**src/rtl/core/fbpa_pkg.sv**
```systemverilog
`timescale 1ns / 1ps
// Shared types and constants for the fixed-size block pool allocator.
package fbpa_pkg;

  localparam int IDX_W    = 10;
  localparam int CNT_W    = 11;
  localparam int SIZE_W   = 13;
  localparam int OFS_W    = 22;
  localparam int CFG_IDX_W = 1;
  localparam int CFG_DATA_W = 13;

  localparam logic [CFG_IDX_W-1:0] CFG_BLOCK_COUNT = 1'b0;
  localparam logic [CFG_IDX_W-1:0] CFG_BLOCK_SIZE  = 1'b1;

  localparam logic [CNT_W-1:0]  BLOCK_COUNT_RST = 11'd1024;
  localparam logic [SIZE_W-1:0] BLOCK_SIZE_RST  = 13'd8;
  localparam logic [SIZE_W-1:0] BLOCK_SIZE_MIN  = 13'd8;

  localparam logic CMD_ALLOC = 1'b0;
  localparam logic CMD_FREE  = 1'b1;

  localparam logic [1:0] ST_OK        = 2'd0;
  localparam logic [1:0] ST_EXHAUSTED = 2'd1;
  localparam logic [1:0] ST_RANGE     = 2'd2;
  localparam logic [1:0] ST_NONE      = 2'd3;

  typedef struct packed {
    logic             cmd;
    logic [IDX_W-1:0] block_index;
  } in_word_t;

  typedef struct packed {
    logic [1:0]       status;
    logic [IDX_W-1:0] granted_index;
    logic [OFS_W-1:0] byte_offset;
    logic [CNT_W-1:0] used_count;
  } out_word_t;

  // Commands from the controller to the datapath.
  typedef struct packed {
    logic load;
    logic read;
    logic exec;
  } dp_cmd_t;

  // Status from the datapath to the controller.
  typedef struct packed {
    logic out_free;
  } dp_status_t;

endpackage

```
**src/rtl/core/fbpa_ctrl.sv**
```systemverilog
`timescale 1ns / 1ps
// Controller state machine sequencing one allocate or free word at a time.
module fbpa_ctrl (
  input  logic                clk,
  input  logic                rst_n,
  input  logic                in_valid,
  output logic                in_stall,
  output fbpa_pkg::dp_cmd_t   dp_cmd,
  input  fbpa_pkg::dp_status_t dp_sts
);

  typedef enum logic [2:0] {
    S_IDLE = 3'b001,
    S_READ = 3'b010,
    S_EXEC = 3'b100
  } state_t;

  state_t state_r, state_nxt;

  always_comb begin
    state_nxt   = state_r;
    dp_cmd.load = 1'b0;
    dp_cmd.read = 1'b0;
    dp_cmd.exec = 1'b0;
    in_stall    = 1'b1;
    unique case (state_r)
      S_IDLE: begin
        in_stall = 1'b0;
        if (in_valid) begin
          dp_cmd.load = 1'b1;
          state_nxt   = S_READ;
        end
      end
      S_READ: begin
        // Fetch the link of the current free-list head.
        dp_cmd.read = 1'b1;
        state_nxt   = S_EXEC;
      end
      S_EXEC: begin
        if (dp_sts.out_free) begin
          dp_cmd.exec = 1'b1;
          state_nxt   = S_IDLE;
        end
      end
      default: state_nxt = S_IDLE;
    endcase
  end

  always_ff @(posedge clk) begin
    if (!rst_n) begin
      state_r <= S_IDLE;
    end else begin
      state_r <= state_nxt;
    end
  end

`ifndef SYNTHESIS
  a_accept_to_read: assert property (@(posedge clk) disable iff (!rst_n)
    (in_valid && !in_stall) |=> (state_r == S_READ))
    else $error("accepted word did not start a link fetch");
  a_read_to_exec: assert property (@(posedge clk) disable iff (!rst_n)
    (state_r == S_READ) |=> (state_r == S_EXEC))
    else $error("link fetch not followed by execution");
  a_exec_needs_slot: assert property (@(posedge clk) disable iff (!rst_n)
    dp_cmd.exec |-> dp_sts.out_free)
    else $error("execution issued while the output register is occupied");
`endif

endmodule

```
**config.mk**
```make
export PLATFORM = sky130hd
export DESIGN_NAME = fbpa_ctrl
export DESIGN_NICKNAME = d
export VERILOG_FILES = /design/src/rtl/core/fbpa_pkg.sv /design/src/rtl/core/fbpa_ctrl.sv
export SDC_FILE = /design/constraint.sdc
export NUM_CORES = 1
export LEC_CHECK = 0
export ABC_AREA = 1
export BUFFER_PORTS_ARGS = -buffer_cell sky130_fd_sc_hd__buf_4
export CAP_MARGIN = 20
export CELL_PAD_IN_SITES_DETAIL_PLACEMENT = 1
export CELL_PAD_IN_SITES_GLOBAL_PLACEMENT = 1
export CORE_AREA = 5 5 42 44
export CTS_BUF_LIST = sky130_fd_sc_hd__clkbuf_2
export DETAILED_ROUTE_END_ITERATION = 7
export DIE_AREA = 0 0 47 49
export GPL_ROUTABILITY_DRIVEN = 0
export GPL_TIMING_DRIVEN = 0
export PLACE_DENSITY = 0.51
export SYNTH_ARGS = -nofsm -noshare
export SYNTH_HDL_FRONTEND = slang
export SYNTH_SLANG_ARGS = --single-unit
```
**constraint.sdc**
```tcl
create_clock -name clk -period 1.6 [get_ports clk]
set_input_delay 0.16 -clock clk [delete_from_list [all_inputs] [get_ports clk]]
set_output_delay 0.16 -clock clk [all_outputs]
set_load 0.02 [all_outputs]
```
# Word level (Yosys, flattened, before mapping)
# Index checks and enable logic that the tools add are counted.
dict set report word_totals {
  wordCells 16
  out_inout_bits 4
  reg_bits 3
}
dict set report op_classes {
  reduce_logical 1
  mux 9
  eq_ne 5
}
# operator count
set ops {}
lappend ops {{case mux 3 bit (3 select lines)} 1}
lappend ops {{2-to-1 mux 1 bit} 6}
lappend ops {{2-to-1 mux 3 bit} 2}
lappend ops {{inequality test 2 bit, second input constant} 2}
lappend ops {{equality test 3 x 1 -> 1 bit, second input constant} 1}
lappend ops {{equality test 3 x 2 -> 1 bit, second input constant} 1}
lappend ops {{equality test 3 bit, second input constant} 1}
lappend ops {{AND reduction 2 bit} 1}

# Logic depth before layout (Yosys ltp)
# Gate-level depths: netlist of the first run.
dict set report logic_depth {
  depth_word 3
  ltp_mapped 6
}

# Least setup slack after synthesis of the first run
# OpenSTA, ideal clock, no wires.
dict set report synth_path {
  path_type {register -> output}
  from {register state_r[2]}
  to {output dp_cmd[0] (netlist name)}
  n_path_buf 0
  stages_incl_launch_ff 3
  t_arrival_ns 1.062
  slack_ns 0.378
  cell_sequence {dfxtp_1 > inv_2 > nor4_1}
}
# element line_no
set synth_rtl {}
lappend synth_rtl {{start, declared} fbpa_ctrl.sv:18} ;# state_t state_r, state_nxt;
lappend synth_rtl {{start signal, assigned} fbpa_ctrl.sv:53} ;# state_r <= state_nxt;
lappend synth_rtl {{end, declared} fbpa_ctrl.sv:8} ;# output fbpa_pkg::dp_cmd_t dp_cmd,

==> run_results.csv, run 1 <==
group,metric,value,unit
timing,rsz0062_at_grt,"no",
timing,finalCritPeriodShare,76.5,%
critical_path,crit_required,1.44,ns
clock_network,cts_resized,0,
floorplanning,start_util,12.1,%
logic_synthesis,yosysSeqAreaShare,35.3,%
timing,hold_ws,0.239,ns
final_layout,final_cell_mix,"buf_4 (7), inv_1 (6), clkbuf_2 (4)",
final_layout,final_common_cell,"buf_4",
clock_network,cts_htree_levels,1,
clock_network,cts.sinks,3,
floorplanning,io_pins,8,
routing,wl,423,um
critical_path,critPathMaxStageDelay,0.34,ns
critical_path,critPathKind,"flop to primary output",
final_layout,nets,40,
job,maxCapViolations,0,
power_and_ir_drop,ir_worst_vdd,0.176,mV
floorplanning,core-area,1400,um^2
critical_path,arrival,1.06,ns
floorplanning,dieArea,2300,um^2
routing,drtAntennaViolNets,0,
clock_network,postCtsHoldBufs,0,
clock_network,cts_setup_buffers,0,
logic_synthesis,synth_warnings,0,
grt,antenna_found_initial,0,
place,dp_hpwl,343,um
logic_synthesis,post_synth_num_cell_types,11,
final_layout,fill_cells,181,
floorplanning,die_h,49,um
timing,finalCriticalPeriod,1.22,ns
routing,drt_iter0_drc,0,
critical_path,startpoint_type,"flop",
critical_path,path_cells,"inv_2 -> nor4_1 -> buf_4",
timing,slew_violations,0,
final_layout,diodes,0,
logic_synthesis,synth.ff_latch_count,3,
clock_network,cts.reportedPaths.clkPinSlew,0.04,ns
final_layout,regMostFlops,"state_r",
clock_network,root_buffer,"clkbuf_2",
logic_synthesis,synth_nets,28,
clock_network,cts_tree,"built",
timing,worstMarginPinSlew,0.269,ns
critical_path,end_kind,"primary output",
grt,gr-total-overflow,0,
logic_synthesis,synthCells,24,
clock_network,worstSkewPairLatency,0.20,ns
critical_path,cp_slowest_cell,"dfxtp_1",
place,dp.cells,47,
logic_synthesis,syn_area,170,um^2
timing,relSlewSlack,81.9,%
grt,grt_pass1_vias,211,
clock_network,cts_buffers,3,
routing,vias,178,
final_layout,largest_reg_flops,3,
critical_path,worstPathMaxFanout,4,
final_layout,area_delta_synth_final,54.4,%
routing,drt_first_pass_iters,1,
grt,grt_max_degree,5,
timing,fin_skew,0.00146,ns
final_layout,final-instance-count-excl-fill,51,
logic_synthesis,synth.avg_cell_area,7.09,um^2
power_and_ir_drop,p_per_area,993,nW/um^2
routing,drcViolationCount,0,
status,outcome,"finished, final reports clean",
place,io_buffer_count,7,
grt,grt_pass1_wl,828,um
final_layout,largestRegisters,"state_r x3",
timing,max_freq,0.817,GHz
floorplanning,rows,14,
timing,tns,0,ns
routing,post_drt_via_cell_ratio,3.49,
floorplanning,die_w,47,um
final_layout,drive_gt1_share,51.4,%
power_and_ir_drop,p_leak,0.153,nW
timing,hold_violations,0,
clock_network,clk_path_buf_depth,2,
timing,setup_viol,0,
grt,grt_use_total,5.41,%
min_path,hold_path_class,"primary input to flop",
routing,wl_per_cell,8.29,um
-- where the power goes --
part | switching [mW] | internal, mW
Clock | 0.0400 | 0.0660
Sequential | 0.00665 | 0.0812
Combinational | 0.0384 | 0.0288
-- cell families after synthesis --
group	Yosys count	share of synthesized area, %
AOI/OAI and AO/OA	1	2.94
and+or+nand+nor	11	41.9
DFF	3	35.3
buffers and inverters	9	19.9
-- layer usage --
metal	routed length [um]	GRT usage (%)
met5	0	0
met4	0	5.53
met3	23	3.32
met2	235	7.01
met1	164	5.47
-- through the flow --
step                area (um^2)  setup slack (ns)  util, %  power [mW]
floorplan                   170             0.378        -       0.132
global placement            243             0.618     17.3       0.158
detailed placement          243             0.592     17.3       0.158
CTS                         263             0.351     18.8       0.273
global route                263             0.297     18.8       0.288
finish                      263             0.376     18.8       0.261
-- layout make-up --
class                   count  area (um^2)  area share, %
multi-input cells          12         76.3           29.0
clock buffers               4         20.0           7.62
repair buffers              7         52.6           20.0
inverters                   9         33.8           12.9
well taps                  16         20.0           7.62
flip-flops and latches      3         60.1           22.9
-- synth_stat cells --
cell type	count	area share (%)
nor2_1	2	4.4
nand2_2	1	3.7
nor3_1	1	2.9
nand2_1	1	2.2
dfxtp_1	3	35
a21oi_1	1	2.9
inv_2	3	6.6
nor4_1	1	3.7
nand3_2	3	18
nand4_1	2	7.4
inv_1	6	13
-- worst paths after layout --
check             startpoint          to  slack, ns  depth (start not counted)
setup reg to reg  state_r[1]  state_r[0]       0.76                          5
hold reg to reg   state_r[1]  state_r[2]       0.56                          2
hold / removal         rst_n  state_r[2]       0.24                          3
setup / recovery  state_r[2]   dp_cmd[0]       0.38                          3
-- critical path: cells and delay by family, from the launching register on --
family        cells  cell delay [ns]
buf+inv           2             0.27
flops             1             0.34
simple gates      1             0.26
No activity file was read; power rests on OpenSTA's default activity.
==> run 2, diff against run 1 <==
--- a/config.mk
+++ b/config.mk
@@ -5,7 +5,7 @@
 export SDC_FILE = /design/constraint.sdc
 export NUM_CORES = 1
 export LEC_CHECK = 0
-export ABC_AREA = 1
+export ABC_AREA = 0
 export BUFFER_PORTS_ARGS = -buffer_cell sky130_fd_sc_hd__buf_4
 export CAP_MARGIN = 20
 export CELL_PAD_IN_SITES_DETAIL_PLACEMENT = 1
@@ -16,7 +16,7 @@
 export DIE_AREA = 0 0 47 49
 export GPL_ROUTABILITY_DRIVEN = 0
 export GPL_TIMING_DRIVEN = 0
-export PLACE_DENSITY = 0.51
+export PLACE_DENSITY = 0.49
 export SYNTH_ARGS = -nofsm -noshare
 export SYNTH_HDL_FRONTEND = slang
 export SYNTH_SLANG_ARGS = --single-unit
==> constraint.sdc (replaced) <==
create_clock -name clk -period 1.05 [get_ports clk]
set_input_delay 0.105 -clock clk [delete_from_list [all_inputs] [get_ports clk]]
set_output_delay 0.105 -clock clk [all_outputs]
set_load 0.02 [all_outputs]
==> run 2 against run 1 <==
  * The flow now finishes with violations (setup timing)
  * Core utilization up 1.5 points
  * Clock-buffer cell count did not move
  * Synthesized cell count fell by 42%
  * Sequential share of layout area rose by 1.4 points
  * Power rose by 39%
  * Design area is 8.1% higher
  * Via count decreased by 7.3%
  * Global-route usage decreased by 0.22 points
  * Sequential power rose by 47%
  * Final cell count fell by 18%
  * Non-clock buffer count grew 1
==> run_results.csv, run 2 <==
group,metric,value,unit
status,outcome,"finished, violations left",
status,violations,"setup timing",
final_layout,area_delta_synth_final,76.0,%
timing,rsz0062_at_grt,"yes",
power_and_ir_drop,ir_worst_vdd,0.387,mV
min_path,hold_path_depth,2,
place,io_buffer_count,7,
timing,finalCritPeriodShare,112,%
logic_synthesis,synth_top_area_cell,"dfxtp_1",
routing,drt_first_pass_iters,1,
timing,worstMarginPinSlew,0.321,ns
critical_path,path_cells,"or3b_1 -> buf_6",
grt,gr-total-overflow,0,
logic_synthesis,synth_nets,18,
logic_synthesis,synth_warnings,0,
power_and_ir_drop,p_per_area,1280,nW/um^2
final_layout,utilization,20.3,%
clock_network,cts_buffers,3,
power_and_ir_drop,p_leak,0.109,nW
floorplanning,dieArea,2300,um^2
final_layout,final_cell_mix,"buf_4 (6), clkbuf_2 (4)",
place,pre_cts_slack,0.000196,ns
timing,slew_violations,0,
clock_network,cts.sinks,3,
final_layout,diodes,0,
critical_path,r2r_slack,0.02,ns
logic_synthesis,synth_xor_area_share,0,%
logic_synthesis,synth_edf_count,0,
logic_synthesis,post_synth_num_cell_types,10,
grt,grt_use_total,5.20,%
clock_network,worstSkewPairLatency,0.21,ns
min_path,hold_path_class,"primary input to flop",
logic_synthesis,synth_fa_ha_area_share,0,%
floorplanning,io_pins,8,
logic_synthesis,syn_area,161,um^2
clock_network,cts_htree_levels,1,
critical_path,worstPathMaxFanout,7,
critical_path,critPathMaxStageDelay,0.39,ns
floorplanning,start_util,11.5,%
routing,vias,165,
critical_path,reg2reg_depth,3,
floorplanning,rows,14,
job,maxCapViolations,0,
routing,wl,434,um
grt,grt_pass1_wl,752,um
logic_synthesis,synthCells,14,
critical_path,startpoint_type,"flop",
critical_path,end_kind,"primary output",
critical_path,critPathKind,"flop to primary output",
grt,grt_pass1_vias,178,
routing,drcViolationCount,0,
logic_synthesis,synth.ff_latch_count,3,
timing,max_freq,0.848,GHz
min_path,worstHoldStart,"rst_n",
critical_path,cp_slowest_cell,"or3b_1",
clock_network,clk_path_buf_depth,2,
floorplanning,die_w,47,um
routing,drtAntennaViolNets,0,
critical_path,r2r-end,"state_r[0]",
logic_synthesis,yosys.area_share.simple,49.6,%
final_layout,drive_gt1_share,76.9,%
timing,hold_ws,0.0898,ns
critical_path,r2r_start,"state_r[0]",
logic_synthesis,synth_most_common_cell,"dfxtp_1",
critical_path,crit_required,0.94,ns
logic_synthesis,synth_top_family_by_area,"simple AND/OR/NAND/NOR gates",
final_layout,largest_reg_flops,3,
timing,fin_skew,0.00155,ns
logic_synthesis,synth_common_cells,"dfxtp_1 (3), nand2b_1 (2), or3b_1 (2)",
timing,finalCriticalPeriod,1.18,ns
routing,post_drt_via_cell_ratio,3.93,
min_path,hold_end,"state_r[0]",
final_layout,nets,31,
final_layout,final_common_cell,"buf_4",
logic_synthesis,ys_top_cells_by_area,"dfxtp_1 (37%), or3b_1 (11%), and4bb_1 (7.8%), nand2b_1 (7.8%), nor3b_2 (7.8%)",
logic_synthesis,async_flop_share,0,%
routing,drt_iter0_drc,0,
timing,relSlewSlack,78.3,%
timing,hold_violations,0,
final_layout,largestRegisters,"state_r x3",
power_and_ir_drop,power.total,363,uW
final_layout,regMostFlops,"state_r",
clock_network,cts_tree,"built",
final_layout,fill_cells,167,
floorplanning,core-area,1400,um^2
timing,fin_ws,-0.130,ns
clock_network,postCtsHoldBufs,0,
logic_synthesis,synth_compound_area_share,13.2,%
grt,antenna_found_initial,0,
logic_synthesis,yosysSeqAreaShare,37.2,%
routing,wl_per_cell,10.3,um
logic_synthesis,synth.avg_cell_area,11.5,um^2
critical_path,arrival,1.07,ns
timing,setup_viol,4,
floorplanning,die_h,49,um
logic_synthesis,ys.flop_type,"dfxtp_1",
logic_synthesis,synth_mux_area_share,0,%
clock_network,cts.reportedPaths.clkPinSlew,0.04,ns
grt,grt_max_degree,8,
logic_synthesis,synth_top_area_share,37.2,%
clock_network,root_buffer,"clkbuf_2",
-- run 2: cell count changes after synthesis, moves of 2 or more --
cell	before	now
nand3_2	3	0
inv_1	6	0
nand2b_1	0	2
nand4_1	2	0
nor2_1	2	0
or3b_1	0	2
inv_2	3	0
-- run 2: per-stage QoR --
stage | setup TNS [ns] | cells | area [um^2]
final | -0.355 | 42 | 284
after detailed placement | 0 | 37 | 240
after global placement | -0.00372 | 37 | 240
after CTS | -0.463 | 42 | 284
after global routing | -0.684 | 42 | 284
after floorplan | -0.000439 | 14 | 168
-- run 2: cells by family after synthesis --
group	after synthesis
AO/OA/AOI/OAI	2
flip-flops	3
AND/OR/NAND/NOR	9
-- run 2: repair_timing --
action / CTS / global route
cloned: 0 / 0
setup buffers: 1 / 0
pin swaps: 1 / 0
resized for setup: 7 / 1
setup endpoints to repair: 4 / 5
-- run 2: worst max path at each step --
stage	startpoint	endpoint	slack, ns	cells past startpoint
6_report	state_r[2]	in_stall	-0.13	2
5_1_grt	state_r[2]	dp_cmd[0]	-0.18	2
4_1_cts	state_r[2]	in_stall	-0.15	2
3_5_place_dp	state_r[0]	in_stall	0.0002	2
3_3_place_gp	state_r[0]	in_stall	-0.004	2
2_1_floorplan	state_r[1]	state_r[0]	-0.0004	2
-- run 2: area by class of cell --
type / count / area [um^2] / share of cell area [%]
multi-input combinational: 11 / 108 / 37.9
sequential: 3 / 68.8 / 24.2
timing repair buffer: 8 / 67.6 / 23.8
clock buffer: 4 / 20.0 / 7.05
tap: 16 / 20.0 / 7.05
-- run 2: power breakdown --
| group | switching [mW] | leakage (nW) | internal (mW) |
|---|---|---|---|
| logic | 0.0303 | 0.0663 | 0.0417 |
| clock network | 0.0614 | 0.0166 | 0.100 |
| registers | 0.00924 | 0.0258 | 0.120 |
-- run 2: routing by layer --
metal	vias up	global-route usage [%]	wire, um
li1	78	-	-
met1	75	4.36	158
met2	10	5.66	171
met3	2	6.27	87
met4	0	5.53	17
met5	-	0	0
-- run 2: critical path, delay by kind of cell (launching register included) --
family | cells | cell delay (ns)
buffers and inverters | 1 | 0.14
AND/OR/NAND/NOR | 1 | 0.39
flip-flops | 1 | 0.34
==> run 3, diff against run 2 <==
--- a/config.mk
+++ b/config.mk
@@ -5,7 +5,7 @@
 export SDC_FILE = /design/constraint.sdc
 export NUM_CORES = 1
 export LEC_CHECK = 0
-export ABC_AREA = 0
+export ABC_AREA = 1
 export BUFFER_PORTS_ARGS = -buffer_cell sky130_fd_sc_hd__buf_4
 export CAP_MARGIN = 20
 export CELL_PAD_IN_SITES_DETAIL_PLACEMENT = 1
@@ -16,7 +16,7 @@
 export DIE_AREA = 0 0 47 49
 export GPL_ROUTABILITY_DRIVEN = 0
 export GPL_TIMING_DRIVEN = 0
-export PLACE_DENSITY = 0.49
+export PLACE_DENSITY = 0.52
 export SYNTH_ARGS = -nofsm -noshare
 export SYNTH_HDL_FRONTEND = slang
 export SYNTH_SLANG_ARGS = --single-unit
==> run 3 against run 2 <==
  * The flow still finishes with violations (setup timing)
  * Core utilization up 3.7 points
  * Clock-buffer cell count did not move
  * Power rose by 23%
  * Critical endpoint is now dp_cmd[0]
  * Largest power group unchanged
==> run_results.csv, run 3 (same netlist as run 1, synthesis figures left out) <==
group,metric,value,unit
timing,relSlewSlack,87.9,%
grt,gr-total-overflow,0,
job,maxCapViolations,0,
power_and_ir_drop,seq_power_share,32.3,%
grt,grt_use_total,4.93,%
routing,wl,510,um
final_layout,nets,43,
critical_path,end_kind,"primary output",
power_and_ir_drop,power.internal,292,uW
place,pre_cts_slack,0.158,ns
power_and_ir_drop,ir_worst_vdd,0.365,mV
place,io_buffer_count,7,
critical_path,cp_slowest_cell,"dfxtp_2",
grt,antenna_found_initial,0,
floorplanning,dieArea,2300,um^2
final_layout,drive_gt1_share,73.7,%
status,outcome,"finished, violations left",
floorplanning,io_pins,8,
power_and_ir_drop,switching_power,153,uW
floorplanning,rows,14,
place,dp.cells,47,
floorplanning,die_w,47,um
final_layout,final-instance-count-excl-fill,54,
critical_path,reg2reg_depth,6,
timing,hold_violations,0,
critical_path,path_cells,"nor4_4 -> buf_4",
floorplanning,start_util,12.1,%
clock_network,worstSkewPairLatency,0.20,ns
timing,finalCriticalPeriod,1.06,ns
critical_path,crit_required,0.94,ns
final_layout,utilization,23.9,%
floorplanning,die_h,49,um
routing,drtAntennaViolNets,0,
timing,slew_violations,0,
clock_network,cts.reportedPaths.clkPinSlew,0.04,ns
critical_path,r2r_start,"state_r[2]",
timing,setup_viol,2,
timing,finalCritPeriodShare,101,%
clock_network,root_buffer,"clkbuf_2",
timing,fin_skew,0.000932,ns
final_layout,fin_area,335,um^2
critical_path,r2r_slack,0.11,ns
critical_path,critPathMaxStageDelay,0.34,ns
final_layout,final_cell_mix,"buf_4 (7), inv_2 (4), inv_1 (4), clkbuf_2 (4), buf_6 (3)",
routing,wl_per_cell,9.44,um
final_layout,final_common_cell,"buf_4",
routing,vias,204,
routing,drcViolationCount,0,
routing,drt_iter0_drc,1,
final_layout,diodes,0,
status,violations,"setup timing",
final_layout,fill_cells,181,
grt,grt_pass1_wl,772,um
power_and_ir_drop,p_comb_share,31.0,%
clock_network,cts_buffers,3,
clock_network,cts_htree_levels,1,
final_layout,largestRegisters,"state_r x3",
clock_network,clk_path_buf_depth,2,
place,dp_hpwl,339,um
critical_path,r2r-end,"state_r[0]",
min_path,hold_path_class,"primary input to flop",
final_layout,area_delta_synth_final,97.1,%
final_layout,largest_reg_flops,3,
critical_path,worstPathMaxFanout,3,
place,placed_area,249,um^2
grt,grt_pass1_vias,217,
routing,drt_first_pass_iters,2,
power_and_ir_drop,p_per_area,1330,nW/um^2
critical_path,critPathKind,"flop to primary output",
floorplanning,core-area,1400,um^2
timing,hold_ws,0.170,ns
power_and_ir_drop,p_leak,0.170,nW
final_layout,regMostFlops,"state_r",
timing,max_freq,0.941,GHz
timing,worstMarginPinSlew,0.180,ns
grt,grt_max_degree,5,
critical_path,startpoint_type,"flop",
critical_path,arrival,0.96,ns
routing,post_drt_via_cell_ratio,3.78,
timing,fin_ws,-0.0126,ns
timing,rsz0062_at_grt,"yes",
clock_network,cts_tree,"built",
critical_path,endpoint,"dp_cmd[0]",
power_and_ir_drop,p_clk_share,36.7,%
power_and_ir_drop,sw_frac_of_total,34.4,%
clock_network,cts.sinks,3,
critical_path,timing.critical_path.from,"state_r[1]",
run 3: how the worst min path moves through the flow:
stage / slack, ns / cells after the start / to / startpoint
after detailed placement: 0.39 / 3 / state_r[2] / rst_n
after floorplan: 0.26 / 2 / state_r[2] / rst_n
after global placement: 0.39 / 3 / state_r[2] / rst_n
after CTS: 0.15 / 3 / state_r[2] / rst_n
after global routing: 0.18 / 3 / state_r[2] / rst_n
final: 0.17 / 3 / state_r[2] / rst_n
run 3: repair_timing:
item | in CTS | in global routing
gates resized for setup | 4 | 10
pin swaps | 1 | 1
endpoints found under the setup margin | 4 | 4
hold buffers | 0 | 0
setup buffers | 1 | 2
endpoints found under the hold margin | 0 | 0
run 3: power by group through the flow:
stage	Clock (mW)	Combinational [mW]	Sequential (mW)
after global placement	0	0.105	0.137
after global routing	0.186	0.148	0.145
after detailed placement	0	0.106	0.137
after CTS	0.177	0.115	0.139
final	0.163	0.138	0.144
after floorplan	0	0.0689	0.135
run 3: per-layer routing:
layer  global-route usage (%)  up-vias  part of all wire [%]
li1                         -      104                     -
met1                     4.61       96                    37
met2                     7.01        4                    55
met3                     3.32        0                   7.3
met4                     4.15        0                     0
met5                        0        -                     0
run 3: area by class of cell:
type,count,area [um^2],area share (%)
Multi-Input combinational cell,12,106,31.7
Timing Repair Buffer,10,86.3,25.7
Sequential cell,3,66.3,19.8
Inverter,9,36.3,10.8
Clock buffer,4,20.0,5.97
Tap cell,16,20.0,5.97
run 3: worst max-delay path: cells and delay by family, from the launching register on:
kind                   cells  cell delay, ns
and+or+nand+nor            1            0.24
DFF                        1            0.34
buffers and inverters      1            0.18
run 3: per-stage QoR:
| stage | total power [mW] | setup TNS, ns |
|---|---|---|
| 2_1_floorplan | 0.204 | 0 |
| 3_3_place_gp | 0.243 | 0 |
| 3_5_place_dp | 0.243 | 0 |
| 4_1_cts | 0.430 | -0.101 |
| 5_1_grt | 0.480 | -0.112 |
| 6_report | 0.445 | -0.0134 |
